**src/design/wett_pkg.sv**
```systemverilog
// write era tag table: shared constants, result type and era compare function
// no dependencies
`timescale 1ns / 1ps

package wett_pkg;

  localparam int unsigned ERA_W   = 32;
  localparam int unsigned IDX_W   = 6;
  localparam int unsigned LIMIT_W = 7;

  localparam logic [ERA_W-1:0] ERA_MAX = '1;

  // opcodes
  localparam logic [2:0] OP_STAMP   = 3'd0;
  localparam logic [2:0] OP_RESTORE = 3'd1;
  localparam logic [2:0] OP_CLEAR   = 3'd2;
  localparam logic [2:0] OP_ADVANCE = 3'd3;
  localparam logic [2:0] OP_SCAN    = 3'd4;

  // status codes
  localparam logic [1:0] ST_OK        = 2'd0;
  localparam logic [1:0] ST_MISMATCH  = 2'd1;
  localparam logic [1:0] ST_AT_MAX    = 2'd2;
  localparam logic [1:0] ST_BAD_INDEX = 2'd3;

  // scan compare modes
  localparam logic [1:0] CMP_GT = 2'd0;
  localparam logic [1:0] CMP_GE = 2'd1;
  localparam logic [1:0] CMP_LE = 2'd2;
  localparam logic [1:0] CMP_LT = 2'd3;

  // register byte addresses
  localparam logic [2:0] REG_BLOCKS_IN_USE = 3'd0;

  typedef struct packed {
    logic [1:0]       status;
    logic             matched;
    logic [IDX_W-1:0] match_index;
    logic [ERA_W-1:0] match_era;
    logic [ERA_W-1:0] current_era;
    logic             last;
  } result_t;

  function automatic logic era_test(input logic [ERA_W-1:0] era,
                                    input logic [ERA_W-1:0] test,
                                    input logic [1:0] mode);
    logic hit;
    case (mode)
      CMP_GT:  hit = era > test;
      CMP_GE:  hit = era >= test;
      CMP_LE:  hit = era <= test;
      default: hit = era < test;
    endcase
    return hit;
  endfunction

endpackage

```
**src/design/wett_intf.sv**
```systemverilog
// write era tag table: request and result channel interfaces
// depends on nothing; field widths follow wett_pkg
`timescale 1ns / 1ps

interface wett_req_if;
  logic        valid;
  logic        ready;
  logic [2:0]  opcode;
  logic [5:0]  block_index;
  logic [31:0] era_value;
  logic [1:0]  compare_mode;

  modport source(output valid, opcode, block_index, era_value, compare_mode, input ready);
  modport sink(input valid, opcode, block_index, era_value, compare_mode, output ready);
endinterface

interface wett_rsp_if;
  logic        valid;
  logic        ready;
  logic [1:0]  status;
  logic        matched;
  logic [5:0]  match_index;
  logic [31:0] match_era;
  logic [31:0] current_era;
  logic        last;

  modport source(output valid, status, matched, match_index, match_era, current_era, last,
                 input ready);
  modport sink(input valid, status, matched, match_index, match_era, current_era, last,
               output ready);
endinterface

```
**src/design/wett_apb_regs.sv**
```systemverilog
// write era tag table: apb register block holding blocks_in_use
// depends on wett_pkg; gives the effective block limit to the core
`timescale 1ns / 1ps

module wett_apb_regs #(
  parameter int DEPTH = 64
) (
  input  logic                           clk,
  input  logic                           rst,
  input  logic                           psel,
  input  logic                           penable,
  input  logic                           pwrite,
  input  logic [2:0]                     paddr,
  input  logic [31:0]                    pwdata,
  output logic [31:0]                    prdata,
  output logic                           pready,
  output logic [wett_pkg::LIMIT_W-1:0]   limit
);

  localparam logic [wett_pkg::LIMIT_W-1:0] DEPTH_L = wett_pkg::LIMIT_W'(DEPTH);

  logic [wett_pkg::LIMIT_W-1:0] blocks_in_use;
  logic                         sel_blocks;

  assign pready     = 1'b1;
  assign sel_blocks = (paddr[2] == wett_pkg::REG_BLOCKS_IN_USE[2]);

  always_ff @(posedge clk) begin
    if (rst) begin
      blocks_in_use <= wett_pkg::LIMIT_W'(64);
    end else if (psel && penable && pwrite && sel_blocks) begin
      blocks_in_use <= pwdata[wett_pkg::LIMIT_W-1:0];
    end
  end

  assign prdata = sel_blocks ? {{(32 - wett_pkg::LIMIT_W){1'b0}}, blocks_in_use} : '0;

  // saturate at what the table actually holds
  assign limit = (blocks_in_use > DEPTH_L) ? DEPTH_L : blocks_in_use;

endmodule

```
**src/design/write_era_tag_table_core.sv**
```systemverilog
// Write era tag table core. Holds one 32-bit write era per cache block in a single-port
// synchronous memory plus a global era counter (reset to 1); per-entry valid flops make every
// entry read as zero after reset, so no clearing pass is needed and items are taken right away.
// Stamp, restore, clear, advance and unused opcodes issue the memory read in the accept cycle;
// the next cycle modifies and writes back and loads the result register, and that
// step repeats while the previous result beat still waits for ready. A scan walks entries
// 0 .. limit-1 one per cycle through the memory read port, pausing while a new match waits
// for a free result register; its steps are accept, limit reads, pipeline drain, final beat.
// limit is blocks_in_use saturated at min(CACHE_BLOCKS, 64). Each scan match leaves as one
// beat with last set on the final one; a scan with no match gives one beat with matched low.
// Depends on wett_pkg, wett_intf and wett_apb_regs.
`timescale 1ns / 1ps

module write_era_tag_table_core #(
  parameter int CACHE_BLOCKS = 64
) (
  input  logic        clk,
  input  logic        rst,
  input  logic        psel,
  input  logic        penable,
  input  logic        pwrite,
  input  logic [2:0]  paddr,
  input  logic [31:0] pwdata,
  output logic [31:0] prdata,
  output logic        pready,
  wett_req_if.sink    req,
  wett_rsp_if.source  rsp
);

  // only 64 blocks are addressable through the 6-bit index
  localparam int DEPTH = (CACHE_BLOCKS < 64) ? CACHE_BLOCKS : 64;
  localparam int AW    = $clog2(DEPTH);

  typedef enum logic [3:0] {
    S_IDLE     = 4'b0001,
    S_EXEC     = 4'b0010,
    S_SCAN     = 4'b0100,
    S_SCAN_END = 4'b1000
  } state_t;

  state_t state;

  logic [wett_pkg::LIMIT_W-1:0] limit;

  // era memory and per-entry valid bits
  logic [wett_pkg::ERA_W-1:0] era_mem [DEPTH];
  logic [DEPTH-1:0]           ent_valid;
  logic [wett_pkg::ERA_W-1:0] rd_era;
  logic                       rd_hit;
  logic                       rd_en;
  logic [AW-1:0]              rd_addr;
  logic                       wr_en;
  logic [AW-1:0]              wr_addr;
  logic [wett_pkg::ERA_W-1:0] wr_data;

  logic [wett_pkg::ERA_W-1:0] cur_era;
  logic [wett_pkg::ERA_W-1:0] cur_era_next;

  // latched request
  logic [2:0]                 op_r;
  logic [wett_pkg::IDX_W-1:0] idx_r;
  logic [wett_pkg::ERA_W-1:0] val_r;
  logic [1:0]                 mode_r;

  // scan walk: read stage counter, evaluate stage, pending match
  logic [wett_pkg::LIMIT_W-1:0] scan_addr;
  logic                         ev_vld;
  logic [AW-1:0]                ev_idx;
  logic                         pend_vld;
  logic [wett_pkg::IDX_W-1:0]   pend_idx;
  logic [wett_pkg::ERA_W-1:0]   pend_era;

  // result register
  wett_pkg::result_t rsp_q;
  logic              rsp_vld;
  logic              rsp_load;

  logic accept;
  logic out_free;
  logic in_range;
  logic exec_go;
  logic [1:0] exec_status;
  logic scan_issue;
  logic scan_go;
  logic [wett_pkg::ERA_W-1:0] ev_era;
  logic ev_match;

  wett_apb_regs #(
    .DEPTH(DEPTH)
  ) u_regs (
    .clk    (clk),
    .rst    (rst),
    .psel   (psel),
    .penable(penable),
    .pwrite (pwrite),
    .paddr  (paddr),
    .pwdata (pwdata),
    .prdata (prdata),
    .pready (pready),
    .limit  (limit)
  );

  // one item at a time; a waiting result beat does not block the next accept
  assign req.ready = (state == S_IDLE);
  assign accept    = req.valid && req.ready;
  assign out_free  = !rsp_vld || rsp.ready;

  // ---------------------------------------------------------------------------
  // single-entry operations
  // ---------------------------------------------------------------------------
  assign in_range = {1'b0, idx_r} < limit;
  assign exec_go  = (state == S_EXEC) && out_free;

  always_comb begin
    exec_status  = wett_pkg::ST_OK;
    cur_era_next = cur_era;
    case (op_r) inside
      wett_pkg::OP_STAMP, wett_pkg::OP_CLEAR: begin
        if (!in_range) exec_status = wett_pkg::ST_BAD_INDEX;
      end
      wett_pkg::OP_RESTORE: begin
        if (!in_range) begin
          exec_status = wett_pkg::ST_BAD_INDEX;
        end else if (val_r >= cur_era) begin
          // counter moves past the restored era, sticking at the max
          cur_era_next = (val_r == wett_pkg::ERA_MAX) ? val_r : val_r + 1'b1;
        end
      end
      wett_pkg::OP_ADVANCE: begin
        if (cur_era != val_r) begin
          exec_status = wett_pkg::ST_MISMATCH;
        end else if (cur_era == wett_pkg::ERA_MAX) begin
          exec_status = wett_pkg::ST_AT_MAX;
        end else begin
          cur_era_next = cur_era + 1'b1;
        end
      end
      default: begin
      end
    endcase
  end

  // stamp and restore write the memory, clear only drops the valid bit
  assign wr_en   = exec_go && in_range &&
                   (op_r == wett_pkg::OP_STAMP || op_r == wett_pkg::OP_RESTORE);
  assign wr_addr = idx_r[AW-1:0];
  assign wr_data = (op_r == wett_pkg::OP_STAMP) ? cur_era : val_r;

  // ---------------------------------------------------------------------------
  // scan walk
  // ---------------------------------------------------------------------------
  assign scan_issue = scan_addr < limit;
  assign ev_era     = rd_hit ? rd_era : '0;
  // era zero means unstamped and never matches
  assign ev_match   = ev_vld && (ev_era != '0) && wett_pkg::era_test(ev_era, val_r, mode_r);
  // a new match pushes the held one out, which needs a free result register
  assign scan_go    = (state == S_SCAN) && !(ev_match && pend_vld && !out_free);

  // result register takes a new beat
  assign rsp_load = exec_go || (scan_go && ev_match && pend_vld) ||
                    (state == S_SCAN_END && out_free);

  // read port: request index on accept, walk address during a scan
  always_comb begin
    rd_en   = 1'b0;
    rd_addr = req.block_index[AW-1:0];
    if (state == S_IDLE) begin
      rd_en = accept;
    end else if (state == S_SCAN) begin
      rd_en   = scan_go && scan_issue;
      rd_addr = scan_addr[AW-1:0];
    end
  end

  always_ff @(posedge clk) begin
    if (wr_en) begin
      era_mem[wr_addr] <= wr_data;
    end
    if (rd_en) begin
      rd_era <= era_mem[rd_addr];
      rd_hit <= ent_valid[rd_addr];
    end
  end

  // ---------------------------------------------------------------------------
  // control
  // ---------------------------------------------------------------------------
  always_ff @(posedge clk) begin
    if (rst) begin
      state     <= S_IDLE;
      cur_era   <= wett_pkg::ERA_W'(1);
      ent_valid <= '0;
      rsp_vld   <= 1'b0;
      ev_vld    <= 1'b0;
      pend_vld  <= 1'b0;
      scan_addr <= '0;
    end else begin
      rsp_vld <= rsp_load || (rsp_vld && !rsp.ready);
      unique case (state)
        S_IDLE: begin
          if (accept) begin
            state     <= (req.opcode == wett_pkg::OP_SCAN) ? S_SCAN : S_EXEC;
            scan_addr <= '0;
            ev_vld    <= 1'b0;
            pend_vld  <= 1'b0;
          end
        end
        S_EXEC: begin
          if (exec_go) begin
            cur_era <= cur_era_next;
            state   <= S_IDLE;
            if (in_range && (op_r == wett_pkg::OP_STAMP || op_r == wett_pkg::OP_RESTORE))
              ent_valid[wr_addr] <= 1'b1;
            if (in_range && op_r == wett_pkg::OP_CLEAR)
              ent_valid[wr_addr] <= 1'b0;
          end
        end
        S_SCAN: begin
          if (scan_go) begin
            ev_vld <= scan_issue;
            if (scan_issue) scan_addr <= scan_addr + 1'b1;
            if (ev_match) begin
              ent_valid[ev_idx] <= 1'b0;
              pend_vld          <= 1'b1;
            end
            // the last entry is evaluated on the cycle no new read goes out
            if (!scan_issue) state <= S_SCAN_END;
          end
        end
        S_SCAN_END: begin
          if (out_free) begin
            pend_vld <= 1'b0;
            state    <= S_IDLE;
          end
        end
        default: begin
          state <= S_IDLE;
        end
      endcase
    end
  end

  // ---------------------------------------------------------------------------
  // payload
  // ---------------------------------------------------------------------------
  always_ff @(posedge clk) begin
    if (accept) begin
      op_r   <= req.opcode;
      idx_r  <= req.block_index;
      val_r  <= req.era_value;
      mode_r <= req.compare_mode;
    end
    if (exec_go) begin
      rsp_q <= '{status: exec_status, matched: 1'b0, match_index: '0, match_era: '0,
                 current_era: cur_era_next, last: 1'b1};
    end
    if (scan_go) begin
      if (scan_issue) ev_idx <= scan_addr[AW-1:0];
      if (ev_match) begin
        pend_idx <= wett_pkg::IDX_W'(ev_idx);
        pend_era <= ev_era;
        // the held match is not the final one
        if (pend_vld) begin
          rsp_q <= '{status: wett_pkg::ST_OK, matched: 1'b1, match_index: pend_idx,
                     match_era: pend_era, current_era: cur_era, last: 1'b0};
        end
      end
    end
    if (state == S_SCAN_END && out_free) begin
      rsp_q <= '{status: wett_pkg::ST_OK, matched: pend_vld,
                 match_index: pend_vld ? pend_idx : '0,
                 match_era: pend_vld ? pend_era : '0,
                 current_era: cur_era, last: 1'b1};
    end
  end

  assign rsp.valid       = rsp_vld;
  assign rsp.status      = rsp_q.status;
  assign rsp.matched     = rsp_q.matched;
  assign rsp.match_index = rsp_q.match_index;
  assign rsp.match_era   = rsp_q.match_era;
  assign rsp.current_era = rsp_q.current_era;
  assign rsp.last        = rsp_q.last;

  // ---------------------------------------------------------------------------
  // assertions
  // ---------------------------------------------------------------------------
  // counter starts at one and only grows or saturates
  a_counter_nonzero: assert property (@(posedge clk) disable iff (rst)
    cur_era != '0)
    else $error("era counter reached zero");

  // the walk never evaluates an entry beyond the block limit
  a_scan_in_range: assert property (@(posedge clk) disable iff (rst)
    ev_vld |-> (wett_pkg::LIMIT_W'(ev_idx) < limit))
    else $error("scan evaluated an entry beyond the limit");

  // a held match only lives inside a scan
  a_pend_in_scan: assert property (@(posedge clk) disable iff (rst)
    pend_vld |-> (state == S_SCAN || state == S_SCAN_END))
    else $error("pending match outside a scan");

  // a finished single-entry operation leaves exactly one final beat
  a_exec_beat: assert property (@(posedge clk) disable iff (rst)
    exec_go |=> (rsp_vld && rsp_q.last && !rsp_q.matched && state == S_IDLE))
    else $error("single-entry operation did not produce its result beat");

endmodule

```
**src/flat_wrapper.sv**
```systemverilog
// flat-port wrapper written by rule: the top's interface ports become plain ports
module write_era_tag_table_core_flat 
#(
  parameter int CACHE_BLOCKS = 64
)
  (clk, rst, psel, penable, pwrite, paddr, pwdata, prdata, pready, req_valid, req_opcode, req_block_index, req_era_value, req_compare_mode, req_ready, rsp_valid, rsp_status, rsp_matched, rsp_match_index, rsp_match_era, rsp_current_era, rsp_last, rsp_ready);
  wett_req_if req_i ();
  wett_rsp_if rsp_i ();
  input  logic clk;
  input  logic rst;
  input  logic psel;
  input  logic penable;
  input  logic pwrite;
  input  logic [2:0] paddr;
  input  logic [31:0] pwdata;
  output logic [31:0] prdata;
  output logic pready;
  input wire logic [$bits(req_i.valid)-1:0] req_valid;
  input wire logic [$bits(req_i.opcode)-1:0] req_opcode;
  input wire logic [$bits(req_i.block_index)-1:0] req_block_index;
  input wire logic [$bits(req_i.era_value)-1:0] req_era_value;
  input wire logic [$bits(req_i.compare_mode)-1:0] req_compare_mode;
  output wire logic [$bits(req_i.ready)-1:0] req_ready;
  output wire logic [$bits(rsp_i.valid)-1:0] rsp_valid;
  output wire logic [$bits(rsp_i.status)-1:0] rsp_status;
  output wire logic [$bits(rsp_i.matched)-1:0] rsp_matched;
  output wire logic [$bits(rsp_i.match_index)-1:0] rsp_match_index;
  output wire logic [$bits(rsp_i.match_era)-1:0] rsp_match_era;
  output wire logic [$bits(rsp_i.current_era)-1:0] rsp_current_era;
  output wire logic [$bits(rsp_i.last)-1:0] rsp_last;
  input wire logic [$bits(rsp_i.ready)-1:0] rsp_ready;
  assign req_i.valid = req_valid;
  assign req_i.opcode = req_opcode;
  assign req_i.block_index = req_block_index;
  assign req_i.era_value = req_era_value;
  assign req_i.compare_mode = req_compare_mode;
  assign req_ready = req_i.ready;
  assign rsp_valid = rsp_i.valid;
  assign rsp_status = rsp_i.status;
  assign rsp_matched = rsp_i.matched;
  assign rsp_match_index = rsp_i.match_index;
  assign rsp_match_era = rsp_i.match_era;
  assign rsp_current_era = rsp_i.current_era;
  assign rsp_last = rsp_i.last;
  assign rsp_i.ready = rsp_ready;
  write_era_tag_table_core #(.CACHE_BLOCKS(CACHE_BLOCKS)) u_core (.clk(clk), .rst(rst), .psel(psel), .penable(penable), .pwrite(pwrite), .paddr(paddr), .pwdata(pwdata), .prdata(prdata), .pready(pready), .req(req_i), .rsp(rsp_i));
endmodule
```
**config.mk**
```make
export PLATFORM = sky130hd
export DESIGN_NAME = write_era_tag_table_core_flat
export DESIGN_NICKNAME = d
export VERILOG_FILES = /design/src/design/wett_pkg.sv /design/src/design/wett_intf.sv /design/src/design/wett_apb_regs.sv /design/src/design/write_era_tag_table_core.sv /design/src/flat_wrapper.sv
export SDC_FILE = /design/constraint.sdc
export NUM_CORES = 2
export LEC_CHECK = 0
export ABC_AREA = 1
export BUFFER_PORTS_ARGS = -buffer_cell sky130_fd_sc_hd__buf_2
export CAP_MARGIN = 20
export CELL_PAD_IN_SITES_DETAIL_PLACEMENT = 1
export CELL_PAD_IN_SITES_GLOBAL_PLACEMENT = 1
export CORE_MARGIN = 2
export CORE_UTILIZATION = 40
export DETAILED_ROUTE_END_ITERATION = 10
export PLACE_DENSITY = 0.75
export REMOVE_ABC_BUFFERS = 1
export SLEW_MARGIN = 20
export SYNTH_ARGS = -nofsm -noshare
export SYNTH_HDL_FRONTEND = slang
export SYNTH_SLANG_ARGS = --single-unit
```
**constraint.sdc**
```tcl
create_clock -name clk -period 5.05 [get_ports clk]
set_input_delay 0.2525 -clock clk [delete_from_list [all_inputs] [get_ports clk]]
set_output_delay 0.2525 -clock clk [all_outputs]
set_load 0.02 [all_outputs]
```
==> metrics.md <==
| Metric | Value |
|---|---|
| DRC violations left | `0` |
| Die span in x | `507.6 um` |
| Pwr dens | `roughly 440 nW/um^2` |
| Via count | `75960` |
| # Post-CTS Setup Buffers | `0` |
| Critical Path AT | `just under 5000 ps` |
| Cts bufs inserted | `237` |
| Synth Area in Compound Gates | `between 10% and 20%` |
| Register bit total from synthesis | `roughly 2400` |
| TritonCTS clock tree | `yes` |
| Asr flop ratio synth | `0%` |
| H-tree Lvls | `4` |
| Min-Delay Path Class | `in2reg` |
| Sequential cell area | `~70000 sq um` |
| Top cells by area, synth | `edfxtp_1 64%, nor2_1 5.6%, o21ai_0 4.9%, o211ai_1 4.9%, dfxtp_1 3.8%` |
| Hold_buf cts | `59` |
| Worst relative slew slack | `19.76%` |
| Min Tclk post-route | `4241 ps` |
| Crit path kind | `reg2reg` |
| Proportion of synthesized area in mux cells | `0%` |
| Initial core utilization | `between 40 and 50%` |
| DRT Pass-1 Iters | `8` |
| Peak VDD IR | `336.5 uV` |
| Fmax achieved | `235.8 MHz` |
| DR WL/cell | `28.52 um` |
| Register area share after synthesis | `67.95%` |
| Dominant cell type by area after synthesis | `edfxtp_1` |
| Synth-to-layout area growth | `13.79%` |
| Yosys Warn Count | `0` |
| Layout cells sized above 1 | `10.29%` |
| Synthesized area | `roughly 100000 sq um` |
| Leakage power | `0.03820 uW` |
| Worst-path clk slew | `roughly 60 ps` |
| Status | `completed` |
| Critical path capture point type | `flop` |
| Final GP Congestion | `0.8995` |
| GRT Util Overall | `27.33%` |
| CP max FO | `134` |
| Die height | `roughly 500 um` |
| CTS root buf | `clkbuf_16` |
| Post-synthesis cell type count | `53` |
| Multi-input logic area | `29540 sq um` |
| Clock Latency Late Sink | `950 ps` |
| Total grt overflow | `0` |
| Post-Synth Adder-Cell Area | `0.9621%` |
| Initial drt markers | `9920` |
| Die area | `257600 sq um` |
| Max Slew Vio Count | `0` |
| Skew final | `103.3 ps` |
| Final wirelength | `between 300000 and 400000 um` |
| DR vias/cell | `6.008` |
| Sink Count | `2359` |
| Mapped Cells | `8986` |
| RSZ-0062 raised after global routing | `no` |
| Final worst-path cycle share | `83.98%` |
| CP Launch Type | `flop` |
| Largest net degree at the start of global routing | `between 150 and 200` |
| Clk buf depth | `3` |
| # rows | `184` |
| Final ANT Viol Nets | `0` |
| Setup TNS | `0 ps` |
| Fin Hold WS | `approximately 47 ps` |
| Count of final setup violators | `0` |
| WP data required | `5700 ps` |
| Number of synthesized flops with an enable pin | `2168` |
| DP HPWL | `213200 um` |
| Core Region | `about 250000 sq um` |
| Initial antenna violation count | `22` |
| Worst Max-Slew Pin Slew | `1197 ps` |
| Vias in the first global route | `~78000` |
| Final Hold Fails | `0` |
| Post-CTS sizing | `0` |
| Nets | `9244` |
| IO buf count | `140` |
| Synth Flop Type | `edfxtp_1` |
| Main combinational cell family by area after synthesis | `simple AND/OR/NAND/NOR gates` |
| Mapped Avg Cell Area | `11.29 sq um` |
| Simple-gate portion of the synthesized area | `14.30%` |
| First-pass GRT wire length | `521900 um` |
| Fillers | `about 27000` |
| Max_cap viols | `0` |
| IO Pins | `194` |
| Xor and xnor fraction of the mapped netlist area | `less than 1%` |
| Share of the synthesized area in the top cell type | `64.18%` |
==> synth_stat cells (all sizes together) (33+ instances only) <==
| cell type | count |
|---|---|
| a21oi | 194 |
| ha | 78 |
| edfxtp | 2168 |
| nand4 | 33 |
| nand2 | 961 |
| buf | 286 |
| nand3 | 709 |
| o211ai | 687 |
| nor2 | 1524 |
| dfxtp | 191 |
| inv | 294 |
| nor3 | 51 |
| or2 | 161 |
| o21ai | 1211 |
| clkbuf | 342 |
==> sequential cells by signal (all words and copies together) (netlist names), 3 cells and up <==
signal / flops
u_core.scan_addr: 7
u_core.rsp.current_era: 32
u_core.idx_r: 6
u_core.state: 4
u_core.u_regs.blocks_in_use: 7
u_core.pend_idx: 6
u_core.era_mem: 2048
u_core.pend_era: 32
u_core.val_r: 32
u_core.rsp.match_era: 32
u_core.cur_era: 32
u_core.op_r: 3
u_core.ev_idx: 6
u_core.ent_valid: 64
u_core.rd_era: 32
u_core.rsp.match_index: 6
==> per-layer routing <==
layer  vias to the layer above  global-route usage [%]  wire length (um)
met5                         -                       0                69
met4                        10                   11.72             16390
met3                       747                   4.399             31980
met2                      3701                   43.95            168600
met1                     38930                   36.70            143500
li1                      32580                       -                 -
==> cells in the final DEF (no fill, tap or decap), types with 191 or more instances in the layout <==
cell type	synthesis	routed
nor2_1	1515	1447
o21ai_1	206	205
clkbuf_16	0	237
inv_1	284	279
a21oi_1	194	194
edfxtp_1	2168	2168
o21ai_0	1003	969
nand3_1	708	708
dfxtp_1	191	191
buf_4	50	213
nand2_1	952	948
o211ai_1	657	657
==> metrics by stage <==
| stage | cells | instance area (sq um) | total power [uW] | setup slack [ps] | util (%) |
|---|---|---|---|---|---|
| after floorplan | 8382 | 98590 | 29260 | -25090 | - |
| after global placement | 12120 | 106900 | 32860 | 902.0 | 42.45 |
| after detailed placement | 12130 | 107000 | 33410 | 868.7 | 42.50 |
| after CTS | 12640 | 115300 | 50890 | 852.0 | 45.80 |
| after global routing | 12640 | 115400 | 52500 | 605.8 | 45.83 |
| final | 12640 | 115400 | 51050 | 809.0 | 45.83 |
==> critical path, stage by stage (launching register included) <==
cell and delay, ps:
dfxtp_1 350, inv_2 60, nor2_2 130, nand2_4 210, inv_4 190, or2_4 150
o21ai_4 140, inv_16 390, buf_12 340, buf_12 220, o21ai_0 110, o211ai_1 270
o211ai_1 210, nand3_1 150, nand3_1 320, nand2_1 440
==> final timing paths <==
check                     startpoint                       to  slack (ps)  cells after the start
setup / recovery     u_core.state[2]        u_core.rd_era[15]         810                     15
hold / removal                   rst        u_core.cur_era[9]          50                      2
setup reg to reg     u_core.state[2]        u_core.rd_era[15]         810                     15
hold reg to reg   u_core.pend_era[2]  u_core.rsp.match_era[2]         460                      2
==> area by class of cell <==
type | count | share of cell area [%]
well taps | 3348 | 3.629
clock inverters | 156 | 1.333
inverters | 297 | 1.007
flip-flops and latches | 2359 | 59.71
repair buffers | 460 | 3.363
diodes | 5 | 0.01084
multi-input cells | 5726 | 25.59
clock buffers | 292 | 5.352
==> cells by family (layout without fill, tap and decap cells) <==
| kind of cell | count (synthesis) | count (layout) |
|---|---|---|
| AO/OA/AOI/OAI | 2143 | 2143 |
| XOR/XNOR | 30 | 30 |
| adder cells (fa/ha/maj) | 78 | 78 |
| buffers and inverters | 925 | 1205 |
| flip-flops | 2359 | 2359 |
| other | 2 | 31 |
| AND/OR/NAND/NOR | 3449 | 3449 |
==> where the power goes <==
part | leakage [uW] | internal [uW] | switching, uW
combinational | 0.0134 | 2270 | 7750
sequential | 0.0211 | 23100 | 333
clock | 0.00371 | 9700 | 7930
No activity file was read; power rests on OpenSTA's default activity.
